$ cat src/design/nmea_sentence_receiver_unit_assert.svh
// Assertion macros for the sentence receiver execute side (nsr_back).
`ifndef NMEA_SENTENCE_RECEIVER_UNIT_ASSERT_SVH
`define NMEA_SENTENCE_RECEIVER_UNIT_ASSERT_SVH

// Expression holds at every clock edge out of reset.
`define NSR_ASSERT_ALWAYS(label, expr, msg) \
    label: assert property (@(posedge i_clk) disable iff (!i_rst_n) (expr)) \
        else $error(msg);

// Consequent holds in the same cycle as the antecedent.
`define NSR_ASSERT_IMPLIES(label, ante, cons, msg) \
    label: assert property (@(posedge i_clk) disable iff (!i_rst_n) (ante) |-> (cons)) \
        else $error(msg);

// Consequent holds in the cycle after the antecedent.
`define NSR_ASSERT_NEXT(label, ante, cons, msg) \
    label: assert property (@(posedge i_clk) disable iff (!i_rst_n) (ante) |=> (cons)) \
        else $error(msg);

`endif

$ cat src/design/nsr_pkg.sv
// Types and constants shared by the sentence receiver modules.
`timescale 1ns / 1ps
`default_nettype none

package nsr_pkg;

    localparam int MAX_LEN     = 128;
    localparam int ADDR_W      = $clog2(MAX_LEN);
    localparam int COUNT_W     = $clog2(MAX_LEN + 1);
    localparam int PREFIX_LEN  = 6;
    localparam int PFX_IDX_W   = $clog2(PREFIX_LEN);
    localparam int TARGET_W    = 8 * PREFIX_LEN;
    localparam int IDX_W       = 7;
    localparam int LEN_W       = 8;
    localparam int CMDQ_DEPTH  = 4;
    localparam int CMDQ_PTR_W  = $clog2(CMDQ_DEPTH);
    localparam int CMDQ_CNT_W  = $clog2(CMDQ_DEPTH + 1);

    localparam logic [7:0] CHAR_DOLLAR = 8'h24;
    localparam logic [7:0] CHAR_STAR   = 8'h2A;
    localparam logic [7:0] CHAR_CR     = 8'h0D;
    localparam logic [7:0] CHAR_LF     = 8'h0A;

    localparam logic [1:0] ACT_BYTE    = 2'd0;
    localparam logic [1:0] ACT_RELEASE = 2'd1;
    localparam logic [1:0] ACT_READ    = 2'd2;

    typedef enum logic [1:0] {
        KIND_BYTE    = 2'd0,
        KIND_RELEASE = 2'd1,
        KIND_READ    = 2'd2,
        KIND_NOP     = 2'd3
    } t_kind;

    typedef enum logic [2:0] {
        EV_NONE   = 3'd0,
        EV_MATCH  = 3'd1,
        EV_PREFIX = 3'd2,
        EV_CSUM   = 3'd3,
        EV_ABORT  = 3'd4,
        EV_READ   = 3'd5
    } t_event;

    typedef struct packed {
        t_kind              kind;
        logic               is_dollar;
        logic               is_crlf;
        logic [7:0]         data;
        logic [IDX_W-1:0]   idx;
    } t_cmd;

endpackage

`default_nettype wire

$ cat src/design/nsr_front.sv
// Input side: accepts stream words and decodes them into commands.
`timescale 1ns / 1ps
`default_nettype none

module nsr_front (
    input  wire logic                      i_tvalid,
    output logic                           o_tready,
    input  wire logic [1:0]                i_action,
    input  wire logic [7:0]                i_byte,
    input  wire logic [nsr_pkg::IDX_W-1:0] i_idx,
    input  wire logic                      i_queue_full,
    output logic                           o_push,
    output nsr_pkg::t_cmd                  o_cmd
);

    assign o_tready = !i_queue_full;
    assign o_push   = i_tvalid && !i_queue_full;

    always_comb begin
        o_cmd.data      = i_byte;
        o_cmd.idx       = i_idx;
        o_cmd.is_dollar = (i_byte == nsr_pkg::CHAR_DOLLAR);
        o_cmd.is_crlf   = (i_byte == nsr_pkg::CHAR_CR) || (i_byte == nsr_pkg::CHAR_LF);
        unique case (i_action)
            nsr_pkg::ACT_BYTE:    o_cmd.kind = nsr_pkg::KIND_BYTE;
            nsr_pkg::ACT_RELEASE: o_cmd.kind = nsr_pkg::KIND_RELEASE;
            nsr_pkg::ACT_READ:    o_cmd.kind = nsr_pkg::KIND_READ;
            default:              o_cmd.kind = nsr_pkg::KIND_NOP;
        endcase
    end

endmodule

`default_nettype wire

$ cat src/design/nsr_cmd_fifo.sv
// Short command queue between the decode side and the execute side.
`timescale 1ns / 1ps
`default_nettype none

module nsr_cmd_fifo (
    input  wire logic           i_clk,
    input  wire logic           i_rst_n,
    input  wire logic           i_push,
    input  wire nsr_pkg::t_cmd  i_cmd,
    output logic                o_full,
    output logic                o_valid,
    input  wire logic           i_pop,
    output nsr_pkg::t_cmd       o_cmd
);

    nsr_pkg::t_cmd                    r_mem [nsr_pkg::CMDQ_DEPTH];
    logic [nsr_pkg::CMDQ_PTR_W-1:0]   r_wr_ptr;
    logic [nsr_pkg::CMDQ_PTR_W-1:0]   r_rd_ptr;
    logic [nsr_pkg::CMDQ_CNT_W-1:0]   r_count;
    logic                             w_push;
    logic                             w_pop;

    assign o_full  = (r_count == nsr_pkg::CMDQ_CNT_W'(nsr_pkg::CMDQ_DEPTH));
    assign o_valid = (r_count != '0);
    assign o_cmd   = r_mem[r_rd_ptr];
    assign w_push  = i_push && !o_full;
    assign w_pop   = i_pop && o_valid;

    always_ff @(posedge i_clk) begin
        if (w_push) begin
            r_mem[r_wr_ptr] <= i_cmd;
        end
    end

    always_ff @(posedge i_clk) begin
        if (!i_rst_n) begin
            r_wr_ptr <= '0;
            r_rd_ptr <= '0;
            r_count  <= '0;
        end else begin
            if (w_push) begin
                r_wr_ptr <= r_wr_ptr + 1'b1;
            end
            if (w_pop) begin
                r_rd_ptr <= r_rd_ptr + 1'b1;
            end
            if (w_push && !w_pop) begin
                r_count <= r_count + 1'b1;
            end else if (w_pop && !w_push) begin
                r_count <= r_count - 1'b1;
            end
        end
    end

endmodule

`default_nettype wire

$ cat src/design/nsr_back.sv
// Execute side: sentence state, byte store, checks and the result register.
`timescale 1ns / 1ps
`default_nettype none

`include "nmea_sentence_receiver_unit_assert.svh"

module nsr_back (
    input  wire logic                          i_clk,
    input  wire logic                          i_rst_n,
    input  wire logic                          i_cfg_valid,
    input  wire logic [nsr_pkg::TARGET_W-1:0]  i_cfg_data,
    input  wire logic                          i_cmd_valid,
    input  wire nsr_pkg::t_cmd                 i_cmd,
    output logic                               o_pop,
    input  wire logic                          i_out_ready,
    output logic                               o_out_valid,
    output nsr_pkg::t_event                    o_event,
    output logic [7:0]                         o_read_byte,
    output logic [nsr_pkg::COUNT_W-1:0]        o_length
);

    typedef enum logic [2:0] {
        MODE_SEARCH = 3'b001,
        MODE_BUFFER = 3'b010,
        MODE_MATCH  = 3'b100
    } t_mode;

    function automatic logic [7:0] fold_case(input logic [7:0] c);
        if (c >= 8'h41 && c <= 8'h5A) begin
            return c + 8'd32;
        end
        return c;
    endfunction

    // {valid, value}
    function automatic logic [4:0] hex_digit(input logic [7:0] c);
        priority if (c >= 8'h30 && c <= 8'h39) begin
            return {1'b1, 4'(c - 8'h30)};
        end else if (c >= 8'h41 && c <= 8'h46) begin
            return {1'b1, 4'(c - 8'h37)};
        end else if (c >= 8'h61 && c <= 8'h66) begin
            return {1'b1, 4'(c - 8'h57)};
        end else begin
            return 5'd0;
        end
    endfunction

    logic [7:0]                        r_store [nsr_pkg::MAX_LEN];
    logic [7:0]                        r_rd_data;
    logic [7:0]                        r_prefix [nsr_pkg::PREFIX_LEN];
    logic [7:0]                        r_tail [3];
    logic [nsr_pkg::TARGET_W-1:0]      r_target;
    t_mode                             r_mode, n_mode;
    logic [nsr_pkg::COUNT_W-1:0]       r_count, n_count;
    logic [7:0]                        r_xor, n_xor;
    logic                              r_out_valid;
    nsr_pkg::t_event                   r_out_event;
    logic [nsr_pkg::COUNT_W-1:0]       r_out_len;
    logic                              r_out_rd_ok;

    logic                              w_exec;
    logic                              w_append;
    logic                              w_rd_en;
    logic                              w_rd_ok;
    nsr_pkg::t_event                   w_event;
    logic                              w_pfx_ok;
    logic                              w_csum_ok;
    logic                              w_complete;
    logic [4:0]                        w_hi;
    logic [4:0]                        w_lo;
    logic [7:0]                        w_sum;

    assign w_exec = i_cmd_valid && (!r_out_valid || i_out_ready);
    assign o_pop  = w_exec;

    // Prefix compare over the first bytes actually stored; a shared zero ends it.
    always_comb begin : prefix_cmp
        logic       done;
        logic [7:0] s;
        logic [7:0] t;
        done     = 1'b0;
        w_pfx_ok = 1'b1;
        for (int i = 0; i < nsr_pkg::PREFIX_LEN; i++) begin
            s = r_prefix[i];
            t = r_target[8 * (nsr_pkg::PREFIX_LEN - 1 - i) +: 8];
            if (!done && (nsr_pkg::COUNT_W'(i) < r_count)) begin
                if (fold_case(s) != fold_case(t)) begin
                    w_pfx_ok = 1'b0;
                    done     = 1'b1;
                end else if (s == 8'h00) begin
                    done = 1'b1;
                end
            end
        end
    end

    assign w_hi       = hex_digit(r_tail[1]);
    assign w_lo       = hex_digit(r_tail[0]);
    assign w_sum      = r_xor ^ r_tail[0] ^ r_tail[1] ^ r_tail[2];
    assign w_csum_ok  = w_hi[4] && w_lo[4] && (w_sum == {w_hi[3:0], w_lo[3:0]});
    assign w_complete = (r_count > nsr_pkg::COUNT_W'(3)) && (r_tail[2] == nsr_pkg::CHAR_STAR);

    always_comb begin
        n_mode   = r_mode;
        n_count  = r_count;
        n_xor    = r_xor;
        w_append = 1'b0;
        w_rd_en  = 1'b0;
        w_rd_ok  = 1'b0;
        w_event  = nsr_pkg::EV_NONE;
        unique case (i_cmd.kind)
            nsr_pkg::KIND_BYTE: begin
                unique case (r_mode)
                    MODE_SEARCH: begin
                        if (i_cmd.is_dollar) begin
                            w_append = 1'b1;
                            n_count  = nsr_pkg::COUNT_W'(1);
                            n_xor    = 8'h00;
                            n_mode   = MODE_BUFFER;
                        end
                    end
                    MODE_BUFFER: begin
                        priority if (w_complete) begin
                            if (!w_pfx_ok) begin
                                w_event = nsr_pkg::EV_PREFIX;
                                n_mode  = MODE_SEARCH;
                                n_count = '0;
                                n_xor   = 8'h00;
                            end else if (!w_csum_ok) begin
                                w_event = nsr_pkg::EV_CSUM;
                                n_mode  = MODE_SEARCH;
                                n_count = '0;
                                n_xor   = 8'h00;
                            end else begin
                                w_event = nsr_pkg::EV_MATCH;
                                n_mode  = MODE_MATCH;
                            end
                        end else if (i_cmd.is_dollar
                                     || r_count >= nsr_pkg::COUNT_W'(nsr_pkg::MAX_LEN)) begin
                            w_event = nsr_pkg::EV_ABORT;
                            n_mode  = MODE_SEARCH;
                            n_count = '0;
                            n_xor   = 8'h00;
                        end else if (i_cmd.is_crlf) begin
                            w_event = nsr_pkg::EV_NONE;
                        end else begin
                            w_append = 1'b1;
                            n_count  = r_count + 1'b1;
                            n_xor    = r_xor ^ i_cmd.data;
                        end
                    end
                    MODE_MATCH: ;
                    default: ;
                endcase
            end
            nsr_pkg::KIND_RELEASE: begin
                if (r_mode == MODE_MATCH) begin
                    n_mode  = MODE_SEARCH;
                    n_count = '0;
                    n_xor   = 8'h00;
                end
            end
            nsr_pkg::KIND_READ: begin
                w_event = nsr_pkg::EV_READ;
                w_rd_en = 1'b1;
                w_rd_ok = (nsr_pkg::COUNT_W'(i_cmd.idx) < r_count);
            end
            default: ;
        endcase
    end

    // Byte store: one write port, one registered read port.
    always_ff @(posedge i_clk) begin
        if (w_exec && w_append) begin
            r_store[r_count[nsr_pkg::ADDR_W-1:0]] <= i_cmd.data;
        end
        if (w_exec && w_rd_en) begin
            r_rd_data <= r_store[nsr_pkg::ADDR_W'(i_cmd.idx)];
        end
    end

    // Shadow copies of the head and the last three stored bytes for the checks.
    always_ff @(posedge i_clk) begin
        if (w_exec && w_append) begin
            if (r_count < nsr_pkg::COUNT_W'(nsr_pkg::PREFIX_LEN)) begin
                r_prefix[r_count[nsr_pkg::PFX_IDX_W-1:0]] <= i_cmd.data;
            end
            r_tail[2] <= r_tail[1];
            r_tail[1] <= r_tail[0];
            r_tail[0] <= i_cmd.data;
        end
    end

    always_ff @(posedge i_clk) begin
        if (!i_rst_n) begin
            r_target    <= '0;
            r_mode      <= MODE_SEARCH;
            r_count     <= '0;
            r_xor       <= 8'h00;
            r_out_valid <= 1'b0;
        end else begin
            if (i_cfg_valid) begin
                r_target <= i_cfg_data;
            end
            if (w_exec) begin
                r_mode      <= n_mode;
                r_count     <= n_count;
                r_xor       <= n_xor;
                r_out_valid <= 1'b1;
            end else if (i_out_ready) begin
                r_out_valid <= 1'b0;
            end
        end
    end

    always_ff @(posedge i_clk) begin
        if (w_exec) begin
            r_out_event <= w_event;
            r_out_len   <= n_count;
            r_out_rd_ok <= w_rd_ok;
        end
    end

    assign o_out_valid = r_out_valid;
    assign o_event     = r_out_event;
    assign o_length    = r_out_len;
    assign o_read_byte = r_out_rd_ok ? r_rd_data : 8'h00;

    `NSR_ASSERT_ALWAYS(a_count_bound,
        r_count <= nsr_pkg::COUNT_W'(nsr_pkg::MAX_LEN),
        "stored count beyond store depth")
    `NSR_ASSERT_IMPLIES(a_search_empty,
        r_mode == MODE_SEARCH, r_count == '0 && r_xor == 8'h00,
        "search mode with stored bytes")
    `NSR_ASSERT_IMPLIES(a_buffer_nonempty,
        r_mode != MODE_SEARCH, r_count != '0,
        "sentence mode with empty store")
    `NSR_ASSERT_NEXT(a_release,
        w_exec && i_cmd.kind == nsr_pkg::KIND_RELEASE && r_mode == MODE_MATCH,
        r_mode == MODE_SEARCH && r_count == '0,
        "release did not clear held sentence")
    `NSR_ASSERT_IMPLIES(a_stall_no_exec,
        r_out_valid && !i_out_ready, !o_pop,
        "command executed into a stalled result")

endmodule

`default_nettype wire

$ cat src/design/nmea_sentence_receiver_unit.sv
// Top level of the NMEA sentence receiver: decode, command queue and execute.
//
// Usage:
//   s_* carries one word per received item: s_tuser is the action (byte, release,
//   read), s_tdata holds the serial byte and the read position. m_* returns one
//   result word for every accepted input word, in order: m_tuser is the event code,
//   m_tdata holds the read byte and the number of stored sentence bytes.
//   The cfg channel writes the 48-bit wanted sentence prefix, first character in
//   the top byte, always ready; write only while the block is idle (not enforced).
// Timing:
//   An accepted word waits in the command queue and goes to the result register
//   once that is free. One word is taken and one result produced per cycle while
//   m_tready is high; execute updates the sentence state and byte store together.
// Stalls:
//   While m_tready is low the result register holds and up to four decoded
//   commands wait in the queue; s_tready drops once the queue is full.
// Reset:
//   Synchronous, active low: searching for '$', nothing stored, prefix cleared,
//   queue and result register empty. Store contents are not cleared.
`timescale 1ns / 1ps
`default_nettype none

module nmea_sentence_receiver_unit (
    input  wire logic        i_clk,
    input  wire logic        i_rst_n,
    input  wire logic        s_tvalid,
    output logic             s_tready,
    input  wire logic [15:0] s_tdata,   // [7:0] byte_in, [14:8] read_index, [15] zero
    input  wire logic [1:0]  s_tuser,   // [1:0] action
    output logic             m_tvalid,
    input  wire logic        m_tready,
    output logic [15:0]      m_tdata,   // [7:0] read_byte, [15:8] sentence_length
    output logic [2:0]       m_tuser,   // [2:0] event_res
    input  wire logic        i_cfg_valid,
    output logic             o_cfg_ready,
    input  wire logic [47:0] i_cfg_data
);

    logic                             w_full;
    logic                             w_push;
    nsr_pkg::t_cmd                    w_front_cmd;
    logic                             w_q_valid;
    nsr_pkg::t_cmd                    w_q_cmd;
    logic                             w_pop;
    nsr_pkg::t_event                  w_event;
    logic [7:0]                       w_read_byte;
    logic [nsr_pkg::COUNT_W-1:0]      w_length;

    assign o_cfg_ready = 1'b1;

    nsr_front u_front (
        .i_tvalid     (s_tvalid),
        .o_tready     (s_tready),
        .i_action     (s_tuser),
        .i_byte       (s_tdata[7:0]),
        .i_idx        (s_tdata[14:8]),
        .i_queue_full (w_full),
        .o_push       (w_push),
        .o_cmd        (w_front_cmd)
    );

    nsr_cmd_fifo u_queue (
        .i_clk   (i_clk),
        .i_rst_n (i_rst_n),
        .i_push  (w_push),
        .i_cmd   (w_front_cmd),
        .o_full  (w_full),
        .o_valid (w_q_valid),
        .i_pop   (w_pop),
        .o_cmd   (w_q_cmd)
    );

    nsr_back u_back (
        .i_clk       (i_clk),
        .i_rst_n     (i_rst_n),
        .i_cfg_valid (i_cfg_valid),
        .i_cfg_data  (i_cfg_data),
        .i_cmd_valid (w_q_valid),
        .i_cmd       (w_q_cmd),
        .o_pop       (w_pop),
        .i_out_ready (m_tready),
        .o_out_valid (m_tvalid),
        .o_event     (w_event),
        .o_read_byte (w_read_byte),
        .o_length    (w_length)
    );

    assign m_tuser = w_event;
    assign m_tdata = {nsr_pkg::LEN_W'(w_length), w_read_byte};

endmodule

`default_nettype wire
$ cat config.mk
export PLATFORM = sky130hd
export DESIGN_NAME = nmea_sentence_receiver_unit
export DESIGN_NICKNAME = d
export VERILOG_FILES = /design/src/design/nsr_pkg.sv /design/src/design/nsr_front.sv /design/src/design/nsr_cmd_fifo.sv /design/src/design/nsr_back.sv /design/src/design/nmea_sentence_receiver_unit.sv
export VERILOG_INCLUDE_DIRS = /design/src /design/src/design
export SDC_FILE = /design/constraint.sdc
export NUM_CORES = 2
export LEC_CHECK = 0
export BUFFER_PORTS_ARGS = -buffer_cell sky130_fd_sc_hd__buf_2
export CAP_MARGIN = 20
export CORE_AREA = 2 2 445 337
export CTS_CLUSTER_DIAMETER = 150
export DETAILED_ROUTE_END_ITERATION = 16
export DIE_AREA = 0 0 447 339
export GPL_TIMING_DRIVEN = 0
export SYNTH_ARGS = -nofsm -noshare
export SYNTH_HDL_FRONTEND = slang
export SYNTH_SLANG_ARGS = --single-unit
export TNS_END_PERCENT = 50
$ cat constraint.sdc
create_clock -name i_clk -period 7.9 [get_ports i_clk]
set_input_delay 0.79 -clock i_clk [delete_from_list [all_inputs] [get_ports i_clk]]
set_output_delay 0.79 -clock i_clk [all_outputs]
set_load 0.02 [all_outputs]
Yosys cells after proc, flatten, opt, wreduce, memory -nomap -nowiden
Memories as Yosys holds them, arrays and structs flattened. A register that Yosys moved wholly into a read port is not among the register bits.
Cells that the tools add are included.
{"block": "word_totals", "regBits": 87, "latch_bits": 0, "wordCells": 319, "mem_count": 4, "rom_bits": 0, "output_inout_bits": 22, "ramBits": 1172}
{"name": "u_back.r_store", "words": 128, "word_bits": 8, "rd": 1, "rd_ports_with_merged_regs": 1, "wr": 1, "line": "nsr_back.sv:48", "text": "logic [7:0] r_store [nsr_pkg::MAX_LEN];"}
{"name": "u_queue.r_mem", "words": 4, "word_bits": 19, "rd": 1, "rd_ports_with_merged_regs": 1, "wr": 1, "line": "nsr_cmd_fifo.sv:16", "text": "nsr_pkg::t_cmd r_mem [nsr_pkg::CMDQ_DEPTH];"}
{"name": "u_back.r_prefix", "words": 6, "word_bits": 8, "rd": 6, "rd_ports_with_merged_regs": 0, "wr": 1, "line": "nsr_back.sv:50", "text": "logic [7:0] r_prefix [nsr_pkg::PREFIX_LEN];"}
{"name": "u_back.r_tail", "words": 3, "word_bits": 8, "rd": 3, "rd_ports_with_merged_regs": 0, "wr": 3, "line": "nsr_back.sv:51", "text": "logic [7:0] r_tail [3];"}
{"block": "op_classes", "muxes": 147, "div_mod_pow": 0, "multipliers": 0, "n_eq_ne": 25, "bitwise": 4, "shift": 0, "n_lt_le_gt_ge": 46, "add_sub_neg": 23, "n_reduce_logical": 59}
{"op": "8-bit two-way mux", "n": 51}
{"op": "8-bit by 7-bit greater-or-equal comparator with 1-bit output (second input constant)", "n": 16}
{"op": "8-bit by 7-bit less-or-equal comparator with 1-bit output (second input constant)", "n": 16}
{"op": "8-bit by 6-bit adder with 8-bit output (second input constant)", "n": 12}
{"op": "1-bit two-way mux", "n": 66}
{"op": "8-bit one-hot mux with 2 select lines", "n": 4}
{"op": "8-bit != test", "n": 6}
{"op": "8-bit logical NOT", "n": 5}
{"op": "3-bit two-way mux", "n": 12}
{"op": "1-bit logical AND", "n": 34}
{"op": "8-bit bitwise XOR", "n": 4}
{"op": "5-bit two-way mux", "n": 6}
{"op": "3-bit one-hot mux with 2 select lines", "n": 3}
{"op": "8-bit by 4-bit equality test with 1-bit output (second input constant)", "n": 2}
{"op": "8-bit by 6-bit equality test with 1-bit output (second input constant)", "n": 2}
{"op": "8-bit by 6-bit greater-or-equal comparator with 1-bit output (second input constant)", "n": 2}
{"op": "8-bit by 6-bit less-or-equal comparator with 1-bit output (second input constant)", "n": 2}
{"op": "1-bit by 8-bit < comparator with 1-bit output (first input constant)", "n": 2}
{"op": "2-bit by 8-bit < comparator with 1-bit output (first input constant)", "n": 2}
{"op": "3-bit by 8-bit < comparator with 1-bit output (first input constant)", "n": 2}
{"op": "4-bit by 3-bit subtractor with 4-bit output (second input constant)", "n": 4}
{"op": "5-bit != test (second input constant)", "n": 2}
{"op": "1-bit logical NOT", "n": 9}
{"op": "8-bit by 1-bit adder with 8-bit output (second input constant)", "n": 1}
{"op": "other kinds (26)", "n": 39}

Depth between registers and ports, before layout
An unclocked memory read counts as a cell.
{"block": "depth", "ltp_word": 54, "ltp_mapped": 15, "mapped_depth_nobuf": 13}

By module
From an unflattened synthesis, not the netlist that was laid out.
{"block": "hier_totals", "hier_cells": 2639, "area_unflattened_um2": 51479.4}
{"module": "nsr_back", "cells_each": 2464, "n_inst": 1, "area_per_inst_um2": 48011.0}
{"module": "nsr_cmd_fifo", "cells_each": 147, "n_inst": 1, "area_per_inst_um2": 3275.6}
{"module": "nsr_front", "cells_each": 26, "n_inst": 1, "area_per_inst_um2": 181.4}
{"module": "nmea_sentence_receiver_unit", "cells_each": 2, "n_inst": 1, "area_per_inst_um2": 11.3}

Least setup slack after synthesis
No wires, ideal clock.
{"block": "synth_path", "path_kind": "register -> register", "start": "register u_back.r_count[6] (netlist bit)", "end": "memory u_back.r_store[99][0], enable pin", "setup_ns": 0.370, "t_required_ns": 7.530, "n_path_buf": 3, "slack_ns": 3.330, "arrival_time_ns": 4.199, "stages_incl_launch_ff": 13, "path_cell_list": "dfxtp_1 > clkbuf_1 > or4_1 > clkbuf_1 > or3_1 > nand3_1 > nand2_1 > nor2_1 > a22oi_1 > nor3_2 > nand4_1 > clkbuf_1 > nor2_1"}
{"block": "synth_via", "elab_chain_cells": 9, "word_cells_on_any_way": 11, "cone_classes": "order compare: 2; mux: 6; reduce/logical: 3"}
{"item": "start, declared", "line": "nsr_back.sv:54", "text": "logic [nsr_pkg::COUNT_W-1:0] r_count, n_count;"}
{"item": "start signal, assigned", "line": "nsr_back.sv:207", "text": "r_count <= n_count;"}
{"item": "8-bit greater-or-equal comparator", "line": "nsr_back.sv:139", "text": "|| r_count >= nsr_pkg::COUNT_W'(nsr_pkg::MAX_LEN)) begin"}
{"item": "1-bit logical OR", "line": "nsr_back.sv:139"}
{"item": "1-bit two-way mux", "line": "nsr_back.sv:138", "text": "end else if (i_cmd.is_dollar"}
{"item": "1-bit two-way mux", "line": "nsr_back.sv:123", "text": "priority if (w_complete) begin"}
{"item": "1-bit one-hot mux with 2 select lines", "line": "nsr_back.sv:113", "text": "unique case (r_mode)"}
{"item": "1-bit two-way mux", "line": "nsr_back.sv:111", "text": "unique case (i_cmd.kind)"}
{"item": "1-bit logical AND", "line": "nsr_back.sv:174", "text": "if (w_exec && w_append) begin"}
{"item": "1-bit two-way mux", "line": "nsr_back.sv:174"}
{"item": "1-bit two-way mux (not written as such)", "line": "nsr_back.sv:175", "text": "r_store[r_count[nsr_pkg::ADDR_W-1:0]] <= i_cmd.data;"}
{"item": "end, declared", "line": "nsr_back.sv:48"}
Several ways; a longest one is shown, not always the timed one.

Worst setup path in the final report
{"block": "layout_path", "start": "register u_back.r_count[6] (netlist bit)", "end": "memory u_back.r_store[53][4], enable pin"}
Same word-level chain as after synthesis.

==> impl_metrics.ini <==
[run_status]
outcome = complete, no violations

[worst_setup_path]
arrival_ns = 6.34
cp.required_ns = 8.24
r2r_start = u_back.r_count[6]
slowest_stage = nor2_1
crit_chain = clkbuf_1, or4_1, clkbuf_1, or3_1, nand3_1, nand2_1, nor2_1, a22oi_1, nor3_4, nand4_1, clkbuf_2, nor2_1
reg2regPathDepth = 12
cpLargestDelayFamily = simple AND/OR/NAND/NOR gates
timing.rr.end = u_back.r_store[53][4]
worstSetupStartpointType = flip-flop
crit_path_max_incr_delay_ns = 0.83
path_buf_inv = 3
cp-end-kind = flip-flop
worst-path-max-fanout = 10
rrSetupSlack_ns = 1.90
worstSetupPathType = flip-flop to flip-flop

[placed_design]
dp_hpwl_um = 83200
gp_congestion = 0.838
port_buffers = 87

[yosys]
yosysTopAreaCellShare_pct = 69.9
synth_xor_area_share_pct = 1.39
ys_ff_latch = 1269
synth_nets = 2756
synth_compound_area_share_pct = 2.70
ys_dominant_reg_cell = edfxtp_1
seq_area_frac_synth_pct = 72.9
synth_top_family_by_area = multiplexers
ys_types = 81
synth_area_leaders = edfxtp_1 (70%), mux4_2 (15%), dfxtp_1 (3.0%)
netlist_instances = 2650
synthMuxAreaShare_pct = 16.6
synth_edf_count = 1192
yosys_warnings = 0
yosys.area.top_type = edfxtp_1
netlist_area_um2 = 51200
syn-mean-instance-area_um2 = 19.3
synth_adder_area_share_pct = 0.870
synth-simple-area-share_pct = 4.31
async_flop_share_pct = 0

[power_and_ir_drop]
power_mw = 19.8
vdd_ir_drop_max_v = 0.000202
powerDensity_nw_per_um2 = 339
power_leakage_nw = 18.2

[hold_path]
hp-class = primary input to flip-flop
hold_path_end = u_queue.r_mem[0][5]
hold_start = s_tdata[13]
hold_depth = 1

[sta]
worst_slew_pin_slew_ns = 1.11
timing.final.crit_share_pct = 75.9
relSlewSlack_pct = 26.0
max_freq_mhz = 167
finalHoldViolCount = 0
slew_viol_final = 0
finalSetupViolCount = 0
tns_ns = 0
finClkSkew_ns = 0.0372
min_period_ns = 6.00
rsz0062_at_grt = no

[drt]
wl_um = 127000
drtPass1Iterations = 6
vias = 26419
drtAntennaViolNets = 0
drtIter0Drc = 3245
wl_met3_um = 10600
viasPerCell = 5.32
drc = 0
m1WireLength_um = 57800
wl_per_cell_um = 25.5
highest_layer = met5
route.met2.wl_um = 55600

[final_layout]
final_nets = 2986
seqCellArea_um2 = 37300
multi_input_area_um2 = 13300
nFillCells = 13182
drive_gt1_share_pct = 22.0
areaGrowthSynthToFinish_pct = 13.9

[die]
fp-row-count = 122
die-area_um2 = 152000
initial_core_util_pct = 34.9
core_um2 = 147000
dieHeight_um = 339
ioPinCount = 93
die_w_um = 447

[clock_network]
cts_buffer_depth = 3
cts_htree_levels = 3
cts_tree = built
post_cts_buffers = 0
clk_latency_ns = 0.75
cts.sinks = 1269
path_clk_slew_ns = 0.06
cts_resized = 0
ctsHoldBuffers = 0
root_buffer = clkbuf_16
cts_buffers = 116

[global_routing]
grt_max_degree = 78
grt_usage_pct = 16.6
antenna_found_initial = 8
grt_pass1_wl_um = 184000
grt_overflow = 0
grt_pass1_vias = 26059

[run]
maxCapViolations = 0
[cells in the final DEF, fill, tap and decap left out, types with 8 or more instances in the layout]
master and count:
nand4b_1 10, a31oi_1 11, xnor2_1 47, o211ai_1 21, buf_2 95, a21o_1 14, ha_1 34, bufinv_16 9
nand3_1 26, clkbuf_16 118, a21oi_1 45, buf_8 13, o21ai_1 12, o21bai_1 8, o21ai_0 39, dfxtp_1 77
buf_16 9, and2_1 9, mux4_2 331, nand2_1 68, and3_1 10, nor2_1 254, inv_1 29, clkinv_2 21
buf_1 28, mux4_4 8, nand2b_1 10, nor3_1 32, mux2i_1 69, edfxtp_1 1192, or3_1 10, clkbuf_1 110
clkinv_1 33, xor2_1 34, mux2_2 16, nor4_1 9
[routing by layer]
metal  global-route usage, %  up-vias
met4                    3.89        2
li1                        -    11271
met1                    25.5    13932
met3                    3.71      171
met2                    23.8     1043
met5                       0        -
[synthesized netlist by cell type, drive strengths merged (3+ instances only)]
cell and n:
clkinv 3, a21oi 45, a221oi 5, o211ai 21, nor4b 5, dfxtp 77, o221a 3, xnor2 47
nand3 26, or4 8, mux4 339, o41ai 6, and2 10, a21boi 4, a31oi 11, mux2 16
ha 34, nor4 10, xor2 34, o21bai 8, nand4 7, o31ai 4, a211o 4, nor3 33
o21ai 51, nor2b 5, nand4b 10, nor2 254, and3 10, a21o 14, mux2i 69, o21a 6
or3 10, o2111ai 3, buf 38, edfxtp 1192, nand2b 10, clkbuf 85, nand2 68, inv 30
[sequential cells by signal (all words and copies together) (netlist names), named ones only]
register,count
u_back.r_mode,3
u_back.r_prefix,48
u_queue.r_rd_ptr,2
u_back.r_rd_data,8
u_queue.r_mem,76
u_back.r_tail,24
u_back.r_store,1024
u_back.r_out_rd_ok,1
u_queue.r_wr_ptr,2
u_back.o_event,3
u_queue.r_count,3
u_back.o_out_valid,1
u_back.r_target,48
u_back.o_length,8
u_back.r_xor,8
u_back.r_count,8
[stage by stage]
step / hold slack [ns] / util, % / setup WS, ns / cell area, um2 / std cells
after floorplan: 0.447 / - / 3.33 / 51200 / 2650
after global placement: 0.456 / 36.8 / 0.0572 / 54100 / 4721
after detailed placement: 0.469 / 37.1 / 1.97 / 54500 / 4739
after CTS: 0.212 / 39.6 / 1.94 / 58200 / 4956
after global routing: 0.233 / 39.7 / 1.48 / 58300 / 4964
final: 0.264 / 39.7 / 1.90 / 58300 / 4965
[cell type report]
class                      count  share of cell area, %
clock inverter                73                   1.14
buffer                       123                  0.826
multi-input combinational   1225                   22.8
tap                         1984                   4.26
antenna                        2                0.00858
clock buffer                 144                   5.19
inverter                      33                  0.212
timing repair buffer         112                   1.59
sequential                  1269                   64.0
[power breakdown]
group,internal [mW],leakage (nW),switching [mW]
clock network,3.02,1.79,2.52
logic,2.22,5.06,3.60
registers,8.31,11.4,0.109
total,13.6,18.2,6.23
[worst reg2reg max path, cell delays in order (launching register included)]
cell	delay, ns
dfxtp_1	0.30
clkbuf_1	0.24
or4_1	0.59
clkbuf_1	0.32
or3_1	0.48
nand3_1	0.31
nand2_1	0.11
nor2_1	0.18
a22oi_1	0.18
nor3_4	0.55
nand4_1	0.82
clkbuf_2	0.69
nor2_1	0.84
[worst max path at each step]
stage / from / end / slack [ns] / cells after the start
after CTS: u_back.r_count[6] / u_back.r_store[61][0] / 1.94 / 12
after detailed placement: u_back.r_count[6] / u_back.r_store[101][5] / 1.97 / 12
after floorplan: u_back.r_count[6] / u_back.r_store[99][0] / 3.33 / 12
final: u_back.r_count[6] / u_back.r_store[53][4] / 1.90 / 12
after global placement: u_back.r_count[6] / u_back.r_store[59][5] / 0.06 / 12
after global routing: u_back.r_count[6] / u_back.r_store[52][5] / 1.48 / 12
[cell families after synthesis]
family	after synthesis
and+or+nand+nor	478
AOI/OAI and AO/OA	206
adders and majority gates	35
DFF	1269
other	1
xor gates and xnor gates	81
muxes	424
buffers and inverters	156
No activity file was read; power rests on OpenSTA's default activity.
